===== src/hdl/assert_macros.svh =====
// Assertion macros shared by the converter RTL.
// Each macro assumes a clock named clk and an active-low reset named rst_n.
`ifndef ASSERT_MACROS_SVH
`define ASSERT_MACROS_SVH

// Property that must hold in the same cycle as its antecedent.
`define ASSERT_SAME(label, ante, cons, msg) \
  label: assert property (@(posedge clk) disable iff (!rst_n) (ante) |-> (cons)) \
    else $error(msg);

// Property whose consequent must hold in the cycle after the antecedent.
`define ASSERT_NEXT(label, ante, cons, msg) \
  label: assert property (@(posedge clk) disable iff (!rst_n) (ante) |=> (cons)) \
    else $error(msg);

`endif


===== src/hdl/uyvy_fc_pkg.sv =====
// Shared types and constants for the 4:2:2 to RGB field converter.
// No dependencies.
package uyvy_fc_pkg;

  localparam int COEF_FRAC_BITS_DEF = 16;

  typedef struct packed {
    logic [31:0] pixel_word;
    logic        frame_start;
    logic        line_end;
  } in_item_t;

  typedef struct packed {
    logic [7:0] red_first;
    logic [7:0] green_first;
    logic [7:0] blue_first;
    logic [7:0] red_second;
    logic [7:0] green_second;
    logic [7:0] blue_second;
    logic       last_of_line;
  } out_item_t;

  typedef struct packed {
    logic [7:0] red;
    logic [7:0] green;
    logic [7:0] blue;
  } rgb_t;

endpackage


===== src/hdl/uyvy_fc_field_gate.sv =====
// Line parity tracking and output enable register; decides which words are kept.
// Depends on uyvy_fc_pkg and assert_macros.svh.
`include "assert_macros.svh"

module uyvy_fc_field_gate
  import uyvy_fc_pkg::*;
(
  input  logic     clk,
  input  logic     rst_n,
  input  logic     cfg_wr_en,
  input  logic     cfg_wr_data,
  input  logic     in_acc,
  input  in_item_t in_item,
  output logic     keep
);

  logic output_enable_r;
  logic output_enable_nxt;
  logic line_is_odd_r;
  logic line_is_odd_nxt;
  logic odd_now;

  // Frame start forces an even line before the word is judged.
  assign odd_now = in_item.frame_start ? 1'b0 : line_is_odd_r;
  assign keep    = output_enable_r & ~odd_now;

  always_comb begin
    output_enable_nxt = cfg_wr_en ? cfg_wr_data : output_enable_r;
    line_is_odd_nxt   = line_is_odd_r;
    if (in_acc) begin
      line_is_odd_nxt = in_item.line_end ? ~odd_now : odd_now;
    end
  end

  always_ff @(posedge clk) begin
    if (!rst_n) begin
      output_enable_r <= 1'b1;
      line_is_odd_r   <= 1'b0;
    end else begin
      output_enable_r <= output_enable_nxt;
      line_is_odd_r   <= line_is_odd_nxt;
    end
  end

  `ASSERT_NEXT(a_fs_le_odd, in_acc && in_item.frame_start && in_item.line_end,
    line_is_odd_r, "frame start with line end must leave an odd line")
  `ASSERT_NEXT(a_fs_even, in_acc && in_item.frame_start && !in_item.line_end,
    !line_is_odd_r, "frame start without line end must leave an even line")
  `ASSERT_NEXT(a_parity_hold, !in_acc && !cfg_wr_en, $stable(line_is_odd_r),
    "line parity changed without a transaction")

endmodule


===== src/hdl/uyvy_fc_pixel_conv.sv =====
// BT.601 studio-range YCbCr to RGB for one pixel, fixed point, floor and clamp.
// Depends on uyvy_fc_pkg.
module uyvy_fc_pixel_conv
  import uyvy_fc_pkg::*;
#(
  parameter int COEF_FRAC_BITS = COEF_FRAC_BITS_DEF
) (
  input  logic [7:0] luma,
  input  logic [7:0] cb,
  input  logic [7:0] cr,
  output rgb_t       rgb
);

  // Sums stay within +-1024 in integer units (blue peaks near 535), so ten
  // magnitude bits and a sign bit above the fraction are enough.
  localparam int AW = COEF_FRAC_BITS + 11;

  localparam longint unsigned KY_L = ((longint'(1164) << COEF_FRAC_BITS) + 500) / 1000;
  localparam longint unsigned KRV_L = ((longint'(1596) << COEF_FRAC_BITS) + 500) / 1000;
  localparam longint unsigned KGV_L = ((longint'(813) << COEF_FRAC_BITS) + 500) / 1000;
  localparam longint unsigned KGU_L = ((longint'(391) << COEF_FRAC_BITS) + 500) / 1000;
  localparam longint unsigned KBU_L = ((longint'(2018) << COEF_FRAC_BITS) + 500) / 1000;

  localparam logic signed [AW-1:0] K_Y  = AW'(KY_L);
  localparam logic signed [AW-1:0] K_RV = AW'(KRV_L);
  localparam logic signed [AW-1:0] K_GV = AW'(KGV_L);
  localparam logic signed [AW-1:0] K_GU = AW'(KGU_L);
  localparam logic signed [AW-1:0] K_BU = AW'(KBU_L);

  logic signed [9:0]    y_off;
  logic signed [9:0]    cb_off;
  logic signed [9:0]    cr_off;
  logic signed [AW-1:0] y_ext;
  logic signed [AW-1:0] cb_ext;
  logic signed [AW-1:0] cr_ext;
  logic signed [AW-1:0] luma_term;
  logic signed [AW-1:0] acc_r;
  logic signed [AW-1:0] acc_g;
  logic signed [AW-1:0] acc_b;

  // Floor by dropping the fraction, then clamp to 0..255.
  function automatic logic [7:0] clamp_fixed(input logic signed [AW-1:0] acc);
    logic [7:0] res;
    if (acc[AW-1] || (acc == '0)) begin
      res = 8'd0;
    end else if (|acc[AW-2:COEF_FRAC_BITS+8]) begin
      res = 8'hFF;
    end else begin
      res = acc[COEF_FRAC_BITS+7:COEF_FRAC_BITS];
    end
    return res;
  endfunction

  always_comb begin
    y_off     = signed'({2'b00, luma}) - 10'sd16;
    cb_off    = signed'({2'b00, cb}) - 10'sd128;
    cr_off    = signed'({2'b00, cr}) - 10'sd128;
    y_ext     = AW'(y_off);
    cb_ext    = AW'(cb_off);
    cr_ext    = AW'(cr_off);
    luma_term = K_Y * y_ext;
    acc_r     = luma_term + K_RV * cr_ext;
    acc_g     = luma_term - K_GV * cr_ext - K_GU * cb_ext;
    acc_b     = luma_term + K_BU * cb_ext;
    rgb.red   = clamp_fixed(acc_r);
    rgb.green = clamp_fixed(acc_g);
    rgb.blue  = clamp_fixed(acc_b);
  end

endmodule


===== src/hdl/uyvy_to_rgb_field_converter.sv =====
// Packed 4:2:2 (Cb Y0 Cr Y1) to 8-bit RGB converter that keeps even lines only.
// Depends on uyvy_fc_pkg, uyvy_fc_field_gate, uyvy_fc_pixel_conv, assert_macros.svh.
//
// One packed word is taken every clock unless in_stall is high, and each kept word
// produces one RGB pixel pair: it is held in the input register, then passes
// through the conversion into the result register. Words on odd lines,
// and all words while output_enable is 0, yield nothing, but frame_start and
// line_end still track line parity. The two-entry pipeline keeps accepting
// while a result waits; in_stall rises only when both stages hold data and
// out_stall is high.
`include "assert_macros.svh"

module uyvy_to_rgb_field_converter
  import uyvy_fc_pkg::*;
#(
  parameter int COEF_FRAC_BITS = COEF_FRAC_BITS_DEF
) (
  input  logic      clk,
  input  logic      rst_n,
  input  logic      cfg_wr_en,
  input  logic      cfg_wr_data,
  input  logic      in_valid,
  output logic      in_stall,
  input  in_item_t  in_data,
  output logic      out_valid,
  input  logic      out_stall,
  output out_item_t out_data
);

  logic      in_acc;
  logic      keep;
  logic      s1_valid_r;
  logic      s1_valid_nxt;
  in_item_t  s1_item_r;
  in_item_t  s1_item_nxt;
  logic      out_valid_r;
  logic      out_valid_nxt;
  out_item_t out_data_r;
  out_item_t out_data_nxt;
  logic      s1_ready;
  logic      s2_ready;
  rgb_t      rgb_first;
  rgb_t      rgb_second;

  assign s2_ready  = ~out_valid_r | ~out_stall;
  assign s1_ready  = ~s1_valid_r | s2_ready;
  assign in_stall  = ~s1_ready;
  assign in_acc    = in_valid & s1_ready;
  assign out_valid = out_valid_r;
  assign out_data  = out_data_r;

  uyvy_fc_field_gate u_gate (
    .clk         (clk),
    .rst_n       (rst_n),
    .cfg_wr_en   (cfg_wr_en),
    .cfg_wr_data (cfg_wr_data),
    .in_acc      (in_acc),
    .in_item     (in_data),
    .keep        (keep)
  );

  uyvy_fc_pixel_conv #(.COEF_FRAC_BITS(COEF_FRAC_BITS)) u_conv_first (
    .luma (s1_item_r.pixel_word[15:8]),
    .cb   (s1_item_r.pixel_word[7:0]),
    .cr   (s1_item_r.pixel_word[23:16]),
    .rgb  (rgb_first)
  );

  uyvy_fc_pixel_conv #(.COEF_FRAC_BITS(COEF_FRAC_BITS)) u_conv_second (
    .luma (s1_item_r.pixel_word[31:24]),
    .cb   (s1_item_r.pixel_word[7:0]),
    .cr   (s1_item_r.pixel_word[23:16]),
    .rgb  (rgb_second)
  );

  always_comb begin
    s1_valid_nxt  = s1_valid_r;
    s1_item_nxt   = s1_item_r;
    out_valid_nxt = out_valid_r;
    out_data_nxt  = out_data_r;
    // Advance the input register; dropped words never occupy it.
    if (s1_ready) begin
      s1_valid_nxt = in_acc & keep;
      if (in_acc) begin
        s1_item_nxt = in_data;
      end
    end
    if (s2_ready) begin
      out_valid_nxt = s1_valid_r;
      if (s1_valid_r) begin
        out_data_nxt.red_first    = rgb_first.red;
        out_data_nxt.green_first  = rgb_first.green;
        out_data_nxt.blue_first   = rgb_first.blue;
        out_data_nxt.red_second   = rgb_second.red;
        out_data_nxt.green_second = rgb_second.green;
        out_data_nxt.blue_second  = rgb_second.blue;
        out_data_nxt.last_of_line = s1_item_r.line_end;
      end
    end
  end

  always_ff @(posedge clk) begin
    if (!rst_n) begin
      s1_valid_r  <= 1'b0;
      out_valid_r <= 1'b0;
    end else begin
      s1_valid_r  <= s1_valid_nxt;
      out_valid_r <= out_valid_nxt;
    end
  end

  always_ff @(posedge clk) begin
    s1_item_r  <= s1_item_nxt;
    out_data_r <= out_data_nxt;
  end

  `ASSERT_NEXT(a_drop_word, in_acc && !keep, !s1_valid_r,
    "dropped word entered the pipeline")
  `ASSERT_SAME(a_stall_cause, in_stall, s1_valid_r && out_valid_r && out_stall,
    "input stalled while the pipeline had room")
  `ASSERT_NEXT(a_no_loss, s1_valid_r && out_valid_r && out_stall,
    s1_valid_r && out_valid_r, "pending transaction lost under stall")
  `ASSERT_NEXT(a_fill_result, s1_valid_r && s2_ready, out_valid_r,
    "converted pair did not reach the result register")

endmodule

===== config.mk =====
export PLATFORM = sky130hd
export DESIGN_NAME = uyvy_to_rgb_field_converter
export DESIGN_NICKNAME = d
export VERILOG_FILES = /design/src/hdl/uyvy_fc_pkg.sv /design/src/hdl/uyvy_fc_field_gate.sv /design/src/hdl/uyvy_fc_pixel_conv.sv /design/src/hdl/uyvy_to_rgb_field_converter.sv
export VERILOG_INCLUDE_DIRS = /design/src /design/src/hdl
export SDC_FILE = /design/constraint.sdc
export NUM_CORES = 1
export LEC_CHECK = 0
export BUFFER_PORTS_ARGS = -buffer_cell sky130_fd_sc_hd__buf_2
export CORE_ASPECT_RATIO = 0.9
export CORE_MARGIN = 5
export CORE_UTILIZATION = 45
export CTS_CLUSTER_SIZE = 16
export DETAILED_ROUTE_END_ITERATION = 10
export GPL_TIMING_DRIVEN = 0
export PLACE_DENSITY = 0.62
export RECOVER_POWER = 25
export SLEW_MARGIN = 25
export SYNTH_ARGS = -nofsm -noshare
export SYNTH_HDL_FRONTEND = slang
export SYNTH_SLANG_ARGS = --single-unit

===== constraint.sdc =====
create_clock -name clk -period 22.2 [get_ports clk]
set_input_delay 4.44 -clock clk [delete_from_list [all_inputs] [get_ports clk]]
set_output_delay 4.44 -clock clk [all_outputs]
set_load 0.03 [all_outputs]

=== Word level (Yosys, flattened, before mapping) ===
Index checks and enable logic that the tools add are counted.

* Add/sub/neg operators: 12
* $mul: 6
* Div/mod/pow operators: 0
* $lt $le $gt $ge: 0
* Eq/ne operators: 0
* Shift operators: 0
* Multiplexer cells: 8
* Bitwise logic cells: 10
* Reductions and logical operators: 20

{| class="wikitable"
|+ Operators by type and width
! operator !! count
|-
| $logic_not A27 Y1 || 6
|-
| $add A27 B27 Y27 || 4
|-
| $sub A27 B27 Y27 || 4
|-
| $mul A16 B9 Y25 const A || 3
|-
| $mux W8 || 6
|-
| $mul A18 B9 Y27 const A || 1
|-
| $mul A17 B9 Y26 const A || 1
|-
| $mul A17 B9 Y25 const A || 1
|-
| $sub A8 B5 Y9 const B || 2
|-
| $sub A8 B8 Y9 const B || 2
|-
| $reduce_or A2 Y1 || 6
|-
| $logic_or A1 B1 Y1 || 6
|-
| $not A1 Y1 || 5
|-
| $reduce_and A2 Y1 || 2
|-
| $and A1 B1 Y1 || 3
|-
| $mux W1 || 2
|-
| $or A1 B1 Y1 || 2
|}

* Flip-flop bits (word level): 86
* Latch bits: 0
* RAM bits: 0
* Memory bits (read-only): 0
* Input port bits: 40
* Output and inout bits: 51
* Word-level logic and storage cells: 69
* Memories kept: 0

=== Longest topological paths before layout ===
Gate-level depths: netlist of run 1.

* Depth after elaboration: 6
* Depth in mapped cells: 36
* Depth with buffers taken out: 36

=== Modules after synthesis ===
From an unflattened synthesis of run 1, not the netlist that was laid out.

* Cell total of the unflattened synthesis: 3129
* Area total of the unflattened synthesis: 29380.7 um2

{| class="wikitable"
|+ By module, submodules not included
! module !! instances !! cells each !! area an instance (um2) !! seq. area each (um2)
|-
| uyvy_fc_pixel_conv (u_conv_first) || 1 || 1539 || 13524.2 || 0.0
|-
| uyvy_fc_pixel_conv (u_conv_second) || 1 || 1487 || 13207.7 || 0.0
|-
| uyvy_to_rgb_field_converter || 1 || 92 || 2552.4 || 2502.4
|-
| uyvy_fc_field_gate || 1 || 11 || 96.3 || 40.0
|}

=== Worst setup path after synthesis of run 1 ===
Ideal clock, no wire load.

* Path kind: input -> output
* From: input port out_stall
* To: output port in_stall
* Data arrival time: 4.762 ns
* Data required time: 17.760 ns
* Setup slack: 12.998 ns
* Cell stages on the path: 2
* Buffers on the path: 0
* Cell sequence: nand3_1 -> inv_1

* Word-level cells in the longest chain between the ends: 4

{| class="wikitable"
|+ Ends and longest elaborated chain
! item !! RTL line !! source
|-
| start, declared || uyvy_to_rgb_field_converter.sv:26 || <nowiki>input logic out_stall,</nowiki>
|-
| $not A1 Y1 || uyvy_to_rgb_field_converter.sv:45 || <nowiki>assign s2_ready = ~out_valid_r | ~out_stall;</nowiki>
|-
| $or A1 B1 Y1 || uyvy_to_rgb_field_converter.sv:45 ||
|-
| $or A1 B1 Y1 || uyvy_to_rgb_field_converter.sv:46 || <nowiki>assign s1_ready = ~s1_valid_r | s2_ready;</nowiki>
|-
| $not A1 Y1 || uyvy_to_rgb_field_converter.sv:47 || <nowiki>assign in_stall = ~s1_ready;</nowiki>
|-
| end, declared || uyvy_to_rgb_field_converter.sv:23 || <nowiki>output logic in_stall,</nowiki>
|}

No other way between the ends.

=== Worst setup path in the final report of run 1 ===
* From: register s1_item_r[30] (netlist bit)
* To: register out_data_r, in the netlist out_data[5], data pin

* Word-level cells in the longest chain between the ends: 5
* Elaborated cells on any way between the ends: 7

{| class="wikitable"
|+ Ends and longest elaborated chain
! item !! RTL line !! source
|-
| start, declared || uyvy_to_rgb_field_converter.sv:34 || <nowiki>in_item_t s1_item_r;</nowiki>
|-
| start signal, assigned || uyvy_to_rgb_field_converter.sv:113 || <nowiki>s1_item_r <= s1_item_nxt;</nowiki>
|-
| $sub A8 B5 Y9 * || uyvy_fc_pixel_conv.sv:55 || <nowiki>y_off = signed'({2'b00, luma}) - 10'sd16;</nowiki>
|-
| $mul A16 B9 Y25 * || uyvy_fc_pixel_conv.sv:61 || <nowiki>luma_term = K_Y * y_ext;</nowiki>
|-
| $add A27 B27 Y27 * || uyvy_fc_pixel_conv.sv:64 || <nowiki>acc_b = luma_term + K_BU * cb_ext;</nowiki>
|-
| $logic_not A27 Y1 or $reduce_or A2 Y1 (tied branches) || uyvy_fc_pixel_conv.sv:44, uyvy_fc_pixel_conv.sv:46 ||
|-
| $logic_or A1 B1 Y1 or $mux W8 (tied branches) || uyvy_fc_pixel_conv.sv:44, uyvy_fc_pixel_conv.sv:46 ||
|-
| end signal, assigned || uyvy_to_rgb_field_converter.sv:114 || <nowiki>out_data_r <= out_data_nxt;</nowiki>
|-
| end, declared || uyvy_to_rgb_field_converter.sv:38 || <nowiki>out_item_t out_data_r;</nowiki>
|}

Every way passes the cells marked *; elsewhere a longest branch is shown, timed or not.
A chain may end at the register's enable or synchronous reset.

==> results of run 1 <==
## flip-flops by register name, summed over array words and instances (netlist names)
name                    flops
s1_item_r                  33
s1_valid_r                  1
u_gate.output_enable_r      1
u_gate.line_is_odd_r        1
out_data                   49
out_valid                   1
## worst max-delay path, delay by kind of cell, from the launching register on
| family | cells | cell delay [ns] |
|---|---|---|
| adders and majority gates | 8 | 3.04 |
| DFF | 1 | 0.45 |
| buffers and inverters | 3 | 0.61 |
| xor gates and xnor gates | 2 | 0.62 |
| AOI/OAI and AO/OA | 16 | 4.29 |
| and+or+nand+nor | 3 | 0.66 |
## per-layer routing
layer	part of all wire	vias to the layer above
met5	0	-
met4	0.032	0
met3	0.058	83
met2	0.43	430
met1	0.48	8532
li1	-	9013
## placed cells by master (no fill, tap or decap), types with 7 or more instances in the layout
cell,Yosys,final
a21oi_1,145,145
o2111ai_1,7,7
o21a_1,69,69
nand2b_1,15,15
a21boi_0,19,19
a21o_1,68,68
xnor2_1,113,111
clkbuf_16,0,9
o21ai_0,90,90
nand3_1,35,35
nand4_1,9,9
inv_1,453,453
a211oi_1,22,22
nand2_1,109,109
o211ai_1,10,10
edfxtp_1,82,82
mux2i_1,8,8
ha_1,602,602
o21ai_1,8,8
or2_2,10,10
a31oi_1,27,27
and3_1,12,12
nor2_1,147,147
or3_1,23,23
nor2b_1,28,28
fa_1,172,172
xor2_1,43,43
nor4_1,10,10
o21ba_2,11,11
clkbuf_1,7,9
buf_2,0,88
nor3_1,38,36
o21bai_1,16,16
## cells in the mapped netlist (5+ instances only)
cell         n
ha_1       602
inv_1      453
fa_1       172
nor2_1     147
a21oi_1    145
xnor2_1    113
nand2_1    109
o21ai_0     90
edfxtp_1    82
o21a_1      69
a21o_1      68
xor2_1      43
nor3_1      38
nand3_1     35
nor2b_1     28
a31oi_1     27
or3_1       23
a211oi_1    22
a21boi_0    19
o21bai_1    16
nand2b_1    15
and3_1      12
o21ba_2     11
nor4_1      10
o211ai_1    10
or2_2       10
nand4_1      9
mux2i_1      8
o21ai_1      8
a2111oi_0    7
clkbuf_1     7
o2111ai_1    7
and2_1       6
nor3b_1      6
o31ai_1      6
a211o_1      5
a31o_2       5
and4_1       5
## final cells by class
| type | count | area (sq um) |
|---|---|---|
| Clock inverter | 7 | 57.6 |
| Timing Repair Buffer | 93 | 523 |
| Fill cell | 4852 | 25800 |
| Multi-Input combinational cell | 1983 | 18700 |
| Sequential cell | 86 | 2540 |
| Buffer | 7 | 26.3 |
| Clock buffer | 9 | 225 |
| Inverter | 453 | 1700 |
| Antenna cell | 1 | 2.50 |
| Tap cell | 680 | 851 |
## cells by family (layout without fill, tap and decap cells)
logic type / after synthesis / in the layout
other: 0 / 1
and+or+nand+nor: 469 / 469
buffers and inverters: 460 / 569
adders and majority gates: 775 / 775
muxes: 9 / 9
xor gates and xnor gates: 160 / 160
DFF: 86 / 86
AOI/OAI and AO/OA: 570 / 570
## path summary, 6_finish.rpt
| check | cells past startpoint | startpoint | slack (ns) | end |
|---|---|---|---|---|
| max | 32 | s1_item_r[30] | 12.20 | out_data[5] |
| min | 0 | s1_item_r[0] | 0.43 | out_data[0] |
| max reg2reg | 32 | s1_item_r[30] | 12.20 | out_data[5] |
| min reg2reg | 0 | s1_item_r[0] | 0.43 | out_data[0] |
## metrics by stage
stage	utilization	cell area (sq um)
after detailed placement	0.483	24300
after CTS	0.488	24600
after global placement	0.480	24200
final	0.488	24600
after floorplan	-	22900
after global routing	0.488	24600
==> summary.txt, run 1 <==
Run status
  – Status: complete, but fails checks
  – Failing checks: max-capacitance violations, max-slew violations

Timing
  – Final setup margin: 12.20 ns
  – Final Skew: 0.0229 ns
  – RSZ-0062 raised after global routing: no
  – Setup Viol. Count Final: 0
  – Period minus WS final: 10.00 ns
  – Relative slew slack: -0.189
  – Final Max Tran Viols: 8
  – Hold Slack: 0.425 ns
  – Fin. Hold Viols: 0
  – FMAX: 100 MHz
  – Slew @ Worst Pin: 1.77 ns
  – Post-Route Setup TNS: 0 ns
  – Tcrit/Tclk final: 0.450

Synth
  – Post-synthesis xor/xnor area fraction: 0.0631
  – Top cell type's share of synthesized area: 0.328
  – Synthesized Nets: 3343
  – Synth Area in Compound Gates: 0.169
  – Post-Synth Adder-Cell Area: 0.479
  – Main flop type after synthesis: edfxtp_1
  – Seq/Total Area, Yosys: 0.111
  – Synth unique cells: 90
  – Post-synth EDFFs: 82
  – Fraction of registers with async set/reset: 0
  – Cell taking the most area after synthesis: ha_1
  – Syn Std Cell Area: 22900 sq um
  – Mux cell area share after synthesis: 0.00398
  – Syn_area_per_cell: 9.07 sq um
  – Yosys warnings: 0
  – Yosys reg bits: 86
  – Cells after synthesis: 2529
  – Simple-Gate Fraction of Synth Area: 0.0987
  – Main combinational cell family by area after synthesis: adder cells
  – Synth area leaders: ha_1 33%, fa_1 15%, edfxtp_1 11%

Clock network
  – Clk_lat worst skew: 0.41 ns
  – Hold Buf Count CTS: 0
  – CTS Buf Count: 9
  – CTS tree: done
  – CTS sink count: 86
  – CTS root buffer: clkbuf_16
  – Post-CTS Setup Bufs: 0
  – H-tree levels: 3
  – Worst-path clk slew: 0.08 ns
  – Clock tree buffer depth: 2
  – Post-cts sizing count: 0

Drt
  – Drt first pass iters: 5
  – ANT nets after route: 0
  – WL/cell: 18.3 um
  – Initial DRC Count: 989
  – Vias: 18058
  – Routed wire length: 60700 um
  – Via density: 5.44
  – DRC viols: 0

Global routing
  – GRT busiest layer: met2
  – Vias in the first global route: 18130
  – Largest net degree at the start of global routing: 25
  – Initial antenna violation count: 0
  – First-pass GRT wire length: 97300 um
  – Met3 Use GR: 0.0325
  – Met1 usage: 0.319
  – GR Util met2: 0.345
  – GRT Residual Overflow: 0
  – GRT Total Usage: 0.222

Floorplanning
  – Height of the die: 224 um
  – Rows: 78
  – I/O pins: 91
  – CORE AREA: 50500 sq um
  – Initial Util: 0.454
  – Die W: 248 um
  – DIE AREA: 55600 sq um

Worst setup path
  – WP data arrival: 10.13 ns
  – Crit end category: flip-flop
  – Setup CP Type: flip-flop to flip-flop
  – CP max stage cell: a2111oi_0
  – Worst setup SP type: flip-flop
  – CP max stage delay: 0.58 ns
  – Crit Path Max Fanout: 6
  – Crit path required time: 22.33 ns
  – Cell mode on critical path: ha_1

Flow run
  – Maximum Capacitance Violations: 1

Final layout
  – Share of layout cells above drive strength 1: 0.0637
  – Layout area overhead: 7.38%
  – NumNets Final: 3447
  – Post-Layout Cell Count: 3319

Placement
  – Port buffer count: 90
  – Setup WS pre-CTS: 12.45 ns
  – Final HPWL DP: 53100 um
  – Inst Count DP: 3302
  – Final Wtd Congestion: 0.960

Hold path
  – HP Class: flip-flop to flip-flop
Power of run 1 is not shown: default switching activity piles up to over one toggle a cycle in this logic, so the estimate is an artifact.
==> run 2: changes to the inputs <==
- clock period: 22.2 -> 10.44 ns (I/O delays scaled with it)
==> run 2 against run 1 <==
The flow still finishes with violations (max-capacitance violations, max-slew violations). Die area did not move. Cell count is the same. Clock-buffer cell count did not move. Core utilization is essentially flat. Via count about the same. Clock skew is 0.0024 ns lower. Global-route usage stayed put. Fmax increased by 3.4%. Wire length is essentially flat. First-iteration DRC count is 6.9% higher. Register-to-register slack lost 11 ns.
==> summary.txt, run 2 (synthesis results as in run 1) <==
Clock network
  – CTS sink count: 86 (unchanged)
  – H-tree levels: 3 (unchanged)
  – CTS tree: done
  – Worst-path clk slew: 0.08 ns (about the same)
  – Clk_lat worst skew: 0.41 ns (about the same)
  – Clock tree buffer depth: 2 (unchanged)
  – CTS root buffer: clkbuf_16
  – CTS Buf Count: 9 (unchanged)
  – Post-CTS Setup Bufs: 0 (unchanged)

Timing
  – Slew @ Worst Pin: 1.80 ns (+0.0357 ns)
  – Setup Viol. Count Final: 0 (unchanged)
  – RSZ-0062 raised after global routing: no
  – Post-Route Setup TNS: 0 ns (unchanged)
  – FMAX: 103 MHz (+3.4%)
  – Relative slew slack: -0.213 (-0.0240)
  – Tcrit/Tclk final: 0.926 (+0.476)
  – Final Skew: 0.0205 ns (-0.00238 ns)
  – Fin. Hold Viols: 0 (unchanged)
  – Period minus WS final: 9.67 ns (-0.328 ns)
  – Final Max Tran Viols: 8 (unchanged)

Placement
  – Final Wtd Congestion: 0.960 (unchanged)
  – Port buffer count: 90 (unchanged)
  – Final HPWL DP: 53100 um (unchanged)

Final layout
  – Most common cell after layout, fill and taps aside: ha_1
  – NumNets Final: 3447 (unchanged)
  – Share of layout cells above drive strength 1: 0.0644 (+0.000758)
  – Commonest non-fill, non-tap cells in the layout: 602 x ha_1, 453 x inv_1, 172 x fa_1
  – Max reg flops: 49 (unchanged)
  – Layout area overhead: 7.43% (about the same)

Global routing
  – GRT Residual Overflow: 0 (unchanged)
  – Initial antenna violation count: 0 (unchanged)
  – Vias in the first global route: 18130 (unchanged)
  – First-pass GRT wire length: 97300 um (unchanged)
  – GRT Total Usage: 0.222 (unchanged)
  – Largest net degree at the start of global routing: 25 (unchanged)

Worst setup path
  – Cell mode on critical path: ha_1
  – R2r setup slk: 0.77 ns (-11.43 ns)
  – Crit Path Max Fanout: 5 (-1)
  – Crit path required time: 10.57 ns (-11.76 ns)
  – Worst setup SP type: flip-flop
  – Setup CP Type: flip-flop to flip-flop
  – WP data arrival: 9.80 ns (-0.33 ns)
  – CP max stage delay: 0.58 ns (about the same)
  – Crit end category: flip-flop
  – CP max stage cell: a2111oi_2

Floorplanning
  – Rows: 78 (unchanged)
  – CORE AREA: 50500 sq um (unchanged)
  – Initial Util: 0.454 (unchanged)
  – DIE AREA: 55600 sq um (unchanged)
  – I/O pins: 91 (unchanged)
  – Die W: 248 um (unchanged)
  – Height of the die: 224 um (unchanged)

Run status
  – Failing checks: max-capacitance violations, max-slew violations
  – Status: complete, but fails checks

Hold path
  – HP Class: flip-flop to flip-flop

Drt
  – Via density: 5.45 (about the same)
  – ANT nets after route: 0 (unchanged)
  – Vias: 18073 (+0.083%)
  – WL/cell: 18.3 um (about the same)
  – Drt first pass iters: 6 (+1)
  – DRC viols: 0 (unchanged)
  – Initial DRC Count: 1057 (+6.9%)
  – Routed wire length: 60700 um (about the same)

Flow run
  – Maximum Capacitance Violations: 1 (unchanged)
## run 2: per-stage QoR
stage                     cell area, sq um   util  hold WS (ns)  instances  setup WS [ns]
after floorplan                      22900      -         0.400       2529           2.64
after global placement               24200  0.480         0.406       3299          0.762
after detailed placement             24300  0.483         0.406       3302          0.692
after CTS                            24600  0.488         0.428       3318          0.615
after global routing                 24600  0.488         0.446       3318          0.224
final                                24600  0.488         0.425       3319          0.768
## run 2: final timing paths
kind                                    start     endpoint  cells past startpoint
worst max-delay path            s1_item_r[30]  out_data[5]                     33
worst min-delay path             s1_item_r[0]  out_data[0]                      0
worst max register to register  s1_item_r[30]  out_data[5]                     33
worst min register to register   s1_item_r[0]  out_data[0]                      0
## run 2: worst max-delay path, delay by kind of cell, from the launching register on
family | cells | cell delay, ns
AO/OA/AOI/OAI | 13 | 3.03
XOR/XNOR | 2 | 0.53
AND/OR/NAND/NOR | 7 | 1.76
flip-flops | 1 | 0.45
buffers and inverters | 3 | 0.56
adder cells (fa/ha/maj) | 8 | 3.05
## run 2: area by class of cell
class	instances	area, sq um
fillers	4850	25800
multi-input cells	1983	18700
flip-flops and latches	86	2540
inverters	453	1700
well taps	680	851
repair buffers	93	523
clock buffers	9	225
clock inverters	7	57.6
plain buffers	7	26.3
diodes	1	2.50
## run 2: layer usage
layer / part of all wire / global-route usage / vias to the layer above
met1: 0.48 / 0.319 / 8545
met2: 0.43 / 0.345 / 429
met5: 0 / 0 / -
met3: 0.059 / 0.0325 / 82
met4: 0.032 / 0.0719 / 0
li1: - / - / 9017
## run 2: what timing repair did
action,4_1_cts,5_1_grt
resized for setup,0,2
setup endpoints to repair,0,3
endpoints found under the hold margin,0,0
hold buffers,0,0
Power of run 2 is left out for the same reason.
==> run 3: changes to the inputs <==
- clock period: 10.44 -> 9.4 ns (I/O delays scaled with it)
==> run 3 against run 2 <==
The run still ends with max-capacitance violations, max-slew violations left. Final area rose by 0.77%. Die area unchanged. Fmax increased by 7.9%. Worst hold slack is essentially flat. Register-to-register slack lost 0.33 ns. Cell count rose by 0.27%. First-iteration DRC count fell by 0.66%. Clock skew shrank 0.0010 ns. Wire length up 0.27%. Critical path depth down 2. Non-clock buffer count grew 9. Critical path type unchanged. Critical endpoint is now out_data[13]. Highest routed layer unchanged.
==> summary.txt, run 3 (synthesis results as in run 1) <==
Global routing
  – Met3 Use GR: 0.0325 (unchanged)
  – First-pass GRT wire length: 97400 um (+0.13%)
  – Largest net degree at the start of global routing: 25 (unchanged)
  – Met1 usage: 0.319 (+0.000346)
  – GRT Residual Overflow: 0 (unchanged)
  – Initial antenna violation count: 0 (unchanged)
  – Vias in the first global route: 18153 (+0.13%)
  – GRT Total Usage: 0.222 (+0.000237)
  – GRT busiest layer: met2
  – GR Util met2: 0.345 (about the same)

Drt
  – Via density: 5.46 (+0.22%)
  – WL/cell: 18.3 um (about the same)
  – ANT nets after route: 0 (unchanged)
  – DRC viols: 0 (unchanged)
  – Drt first pass iters: 6 (unchanged)
  – Vias: 18162 (+0.49%)
  – Routed wire length: 60900 um (+0.27%)
  – Initial DRC Count: 1050 (-0.66%)

Final layout
  – Post-Layout Cell Count: 3328 (+0.27%)
  – Final core occ: 0.492 (+0.00374)
  – Ant. Diodes: 0 (-1)
  – Sequential cell area: 2540 sq um (unchanged)
  – Share of layout cells above drive strength 1: 0.0740 (+0.00958)
  – Max reg flops: 49 (unchanged)
  – Most common cell after layout, fill and taps aside: ha_1
  – NumNets Final: 3457 (+0.29%)
  – Layout fillers: 4835 (-0.31%)
  – Finished Cell Area: 24800 sq um (+0.77%)
  – Area of the multi-input gates: 18800 sq um (+0.61%)
  – Commonest non-fill, non-tap cells in the layout: 601 x ha_1, 451 x inv_1, 172 x fa_1
  – Layout area overhead: 8.25%

Worst setup path
  – CP Buf/Inv Count: 3 (unchanged)
  – R2r setup slk: 0.44 ns (-0.33 ns)
  – Worst path top cell family by delay: adder cells
  – Crit end category: flip-flop
  – R2R Path Start: s1_item_r[30]
  – FF-to-FF End: out_data[13]
  – CP max stage cell: fa_1
  – Crit Path Max Fanout: 8 (+3)
  – CP Capture Point: out_data[13]
  – CP Depth: 31 (-6.1%)
  – Worst setup SP type: flip-flop
  – WP data arrival: 9.11 ns (-0.69 ns)
  – CP max stage delay: 0.57 ns (about the same)
  – Cells on worst reg2reg path: 31 (-6.1%)
  – Setup crit start: s1_item_r[30]
  – Crit path required time: 9.55 ns (-1.02 ns)
  – Setup CP Type: flip-flop to flip-flop

Timing
  – Final Max Tran Viols: 8 (unchanged)
  – Final Skew: 0.0195 ns (-0.000997 ns)
  – Relative slew slack: -0.192 (+0.0210)
  – Post-Route Setup TNS: 0 ns (unchanged)
  – RSZ-0062 raised after global routing: no
  – Period minus WS final: 8.96 ns (-0.711 ns)
  – Fin. Hold Viols: 0 (unchanged)
  – Slew @ Worst Pin: 1.77 ns (-0.0313 ns)
  – Tcrit/Tclk final: 0.953 (+0.0269)
  – Setup Viol. Count Final: 0 (unchanged)
  – FMAX: 112 MHz (+7.9%)

Run status
  – Failing checks: max-capacitance violations, max-slew violations
  – Status: complete, but fails checks

Hold path
  – HP Class: flip-flop to flip-flop

Clock network
  – CTS sink count: 86 (unchanged)
  – H-tree levels: 3 (unchanged)
  – Clock tree buffer depth: 2 (unchanged)
  – Worst-path clk slew: 0.07 ns (about the same)
  – Clk_lat worst skew: 0.41 ns (about the same)
  – CTS root buffer: clkbuf_16
  – CTS tree: done
  – Hold Buf Count CTS: 0 (unchanged)
  – CTS Buf Count: 9 (unchanged)

Floorplanning
  – DIE AREA: 55600 sq um (unchanged)
  – Initial Util: 0.454 (unchanged)
  – I/O pins: 91 (unchanged)
  – Rows: 78 (unchanged)
  – CORE AREA: 50500 sq um (unchanged)
  – Height of the die: 224 um (unchanged)
  – Die W: 248 um (unchanged)

Placement
  – Final HPWL DP: 53100 um (unchanged)
  – Port buffer count: 90 (unchanged)
  – Final Wtd Congestion: 0.960 (unchanged)
  – Area after DPL: 24300 sq um (unchanged)
  – Inst Count DP: 3302 (unchanged)

Flow run
  – Maximum Capacitance Violations: 1 (unchanged)
==> run 3: per-stage QoR <==
step	setup WS [ns]	hold slack [ns]
detailed placement	-0.348	0.406
global route	0.0224	0.446
CTS	0.00206	0.428
floorplan	1.60	0.400
global placement	-0.278	0.406
finish	0.439	0.425
==> run 3: routing by layer <==
metal  vias to the layer above  routed length (um)
li1                       9034                   -
met1                      8613               29500
met2                       429               26100
met3                        86                3360
met4                         0                1950
met5                         -                   0
==> run 3: area by class of cell <==
class | instances | area share
multi-input combinational | 1983 | 0.758
sequential | 86 | 0.102
inverter | 453 | 0.0687
tap | 680 | 0.0343
timing repair buffer | 102 | 0.0238
clock buffer | 9 | 0.00907
clock inverter | 7 | 0.00232
buffer | 7 | 0.00111
timing repair inverter | 1 | 0.000202
==> run 3: worst register-to-register path: cells and delay by family, from the launching register on <==
kind            cells  cell delay (ns)
compound gates     15             3.11
xor+xnor            3             0.95
buf+inv             3             0.43
flops               1             0.46
simple gates        1             0.21
fa+ha+maj           9             3.54
==> run 3: worst min path at each step <==
| stage | start | endpoint | slack [ns] | cells after the start |
|---|---|---|---|---|
| floorplan | s1_item_r[0] | out_data[0] | 0.40 | 0 |
| global placement | s1_item_r[0] | out_data[0] | 0.41 | 0 |
| detailed placement | s1_item_r[0] | out_data[0] | 0.41 | 0 |
| CTS | s1_item_r[0] | out_data[0] | 0.43 | 0 |
| global route | s1_item_r[0] | out_data[0] | 0.45 | 0 |
| finish | s1_item_r[0] | out_data[0] | 0.43 | 0 |
==> run 3: timing repair <==
item / 4_1_cts / 5_1_grt
gates cloned: 0 / 1
resized for setup: 3 / 21
hold endpoints to repair: 0 / 0
buffers inserted: 1 / 8
pin swaps: 0 / 3
endpoints found under the setup margin: 4 / 40
Power of run 3 is left out for the same reason.
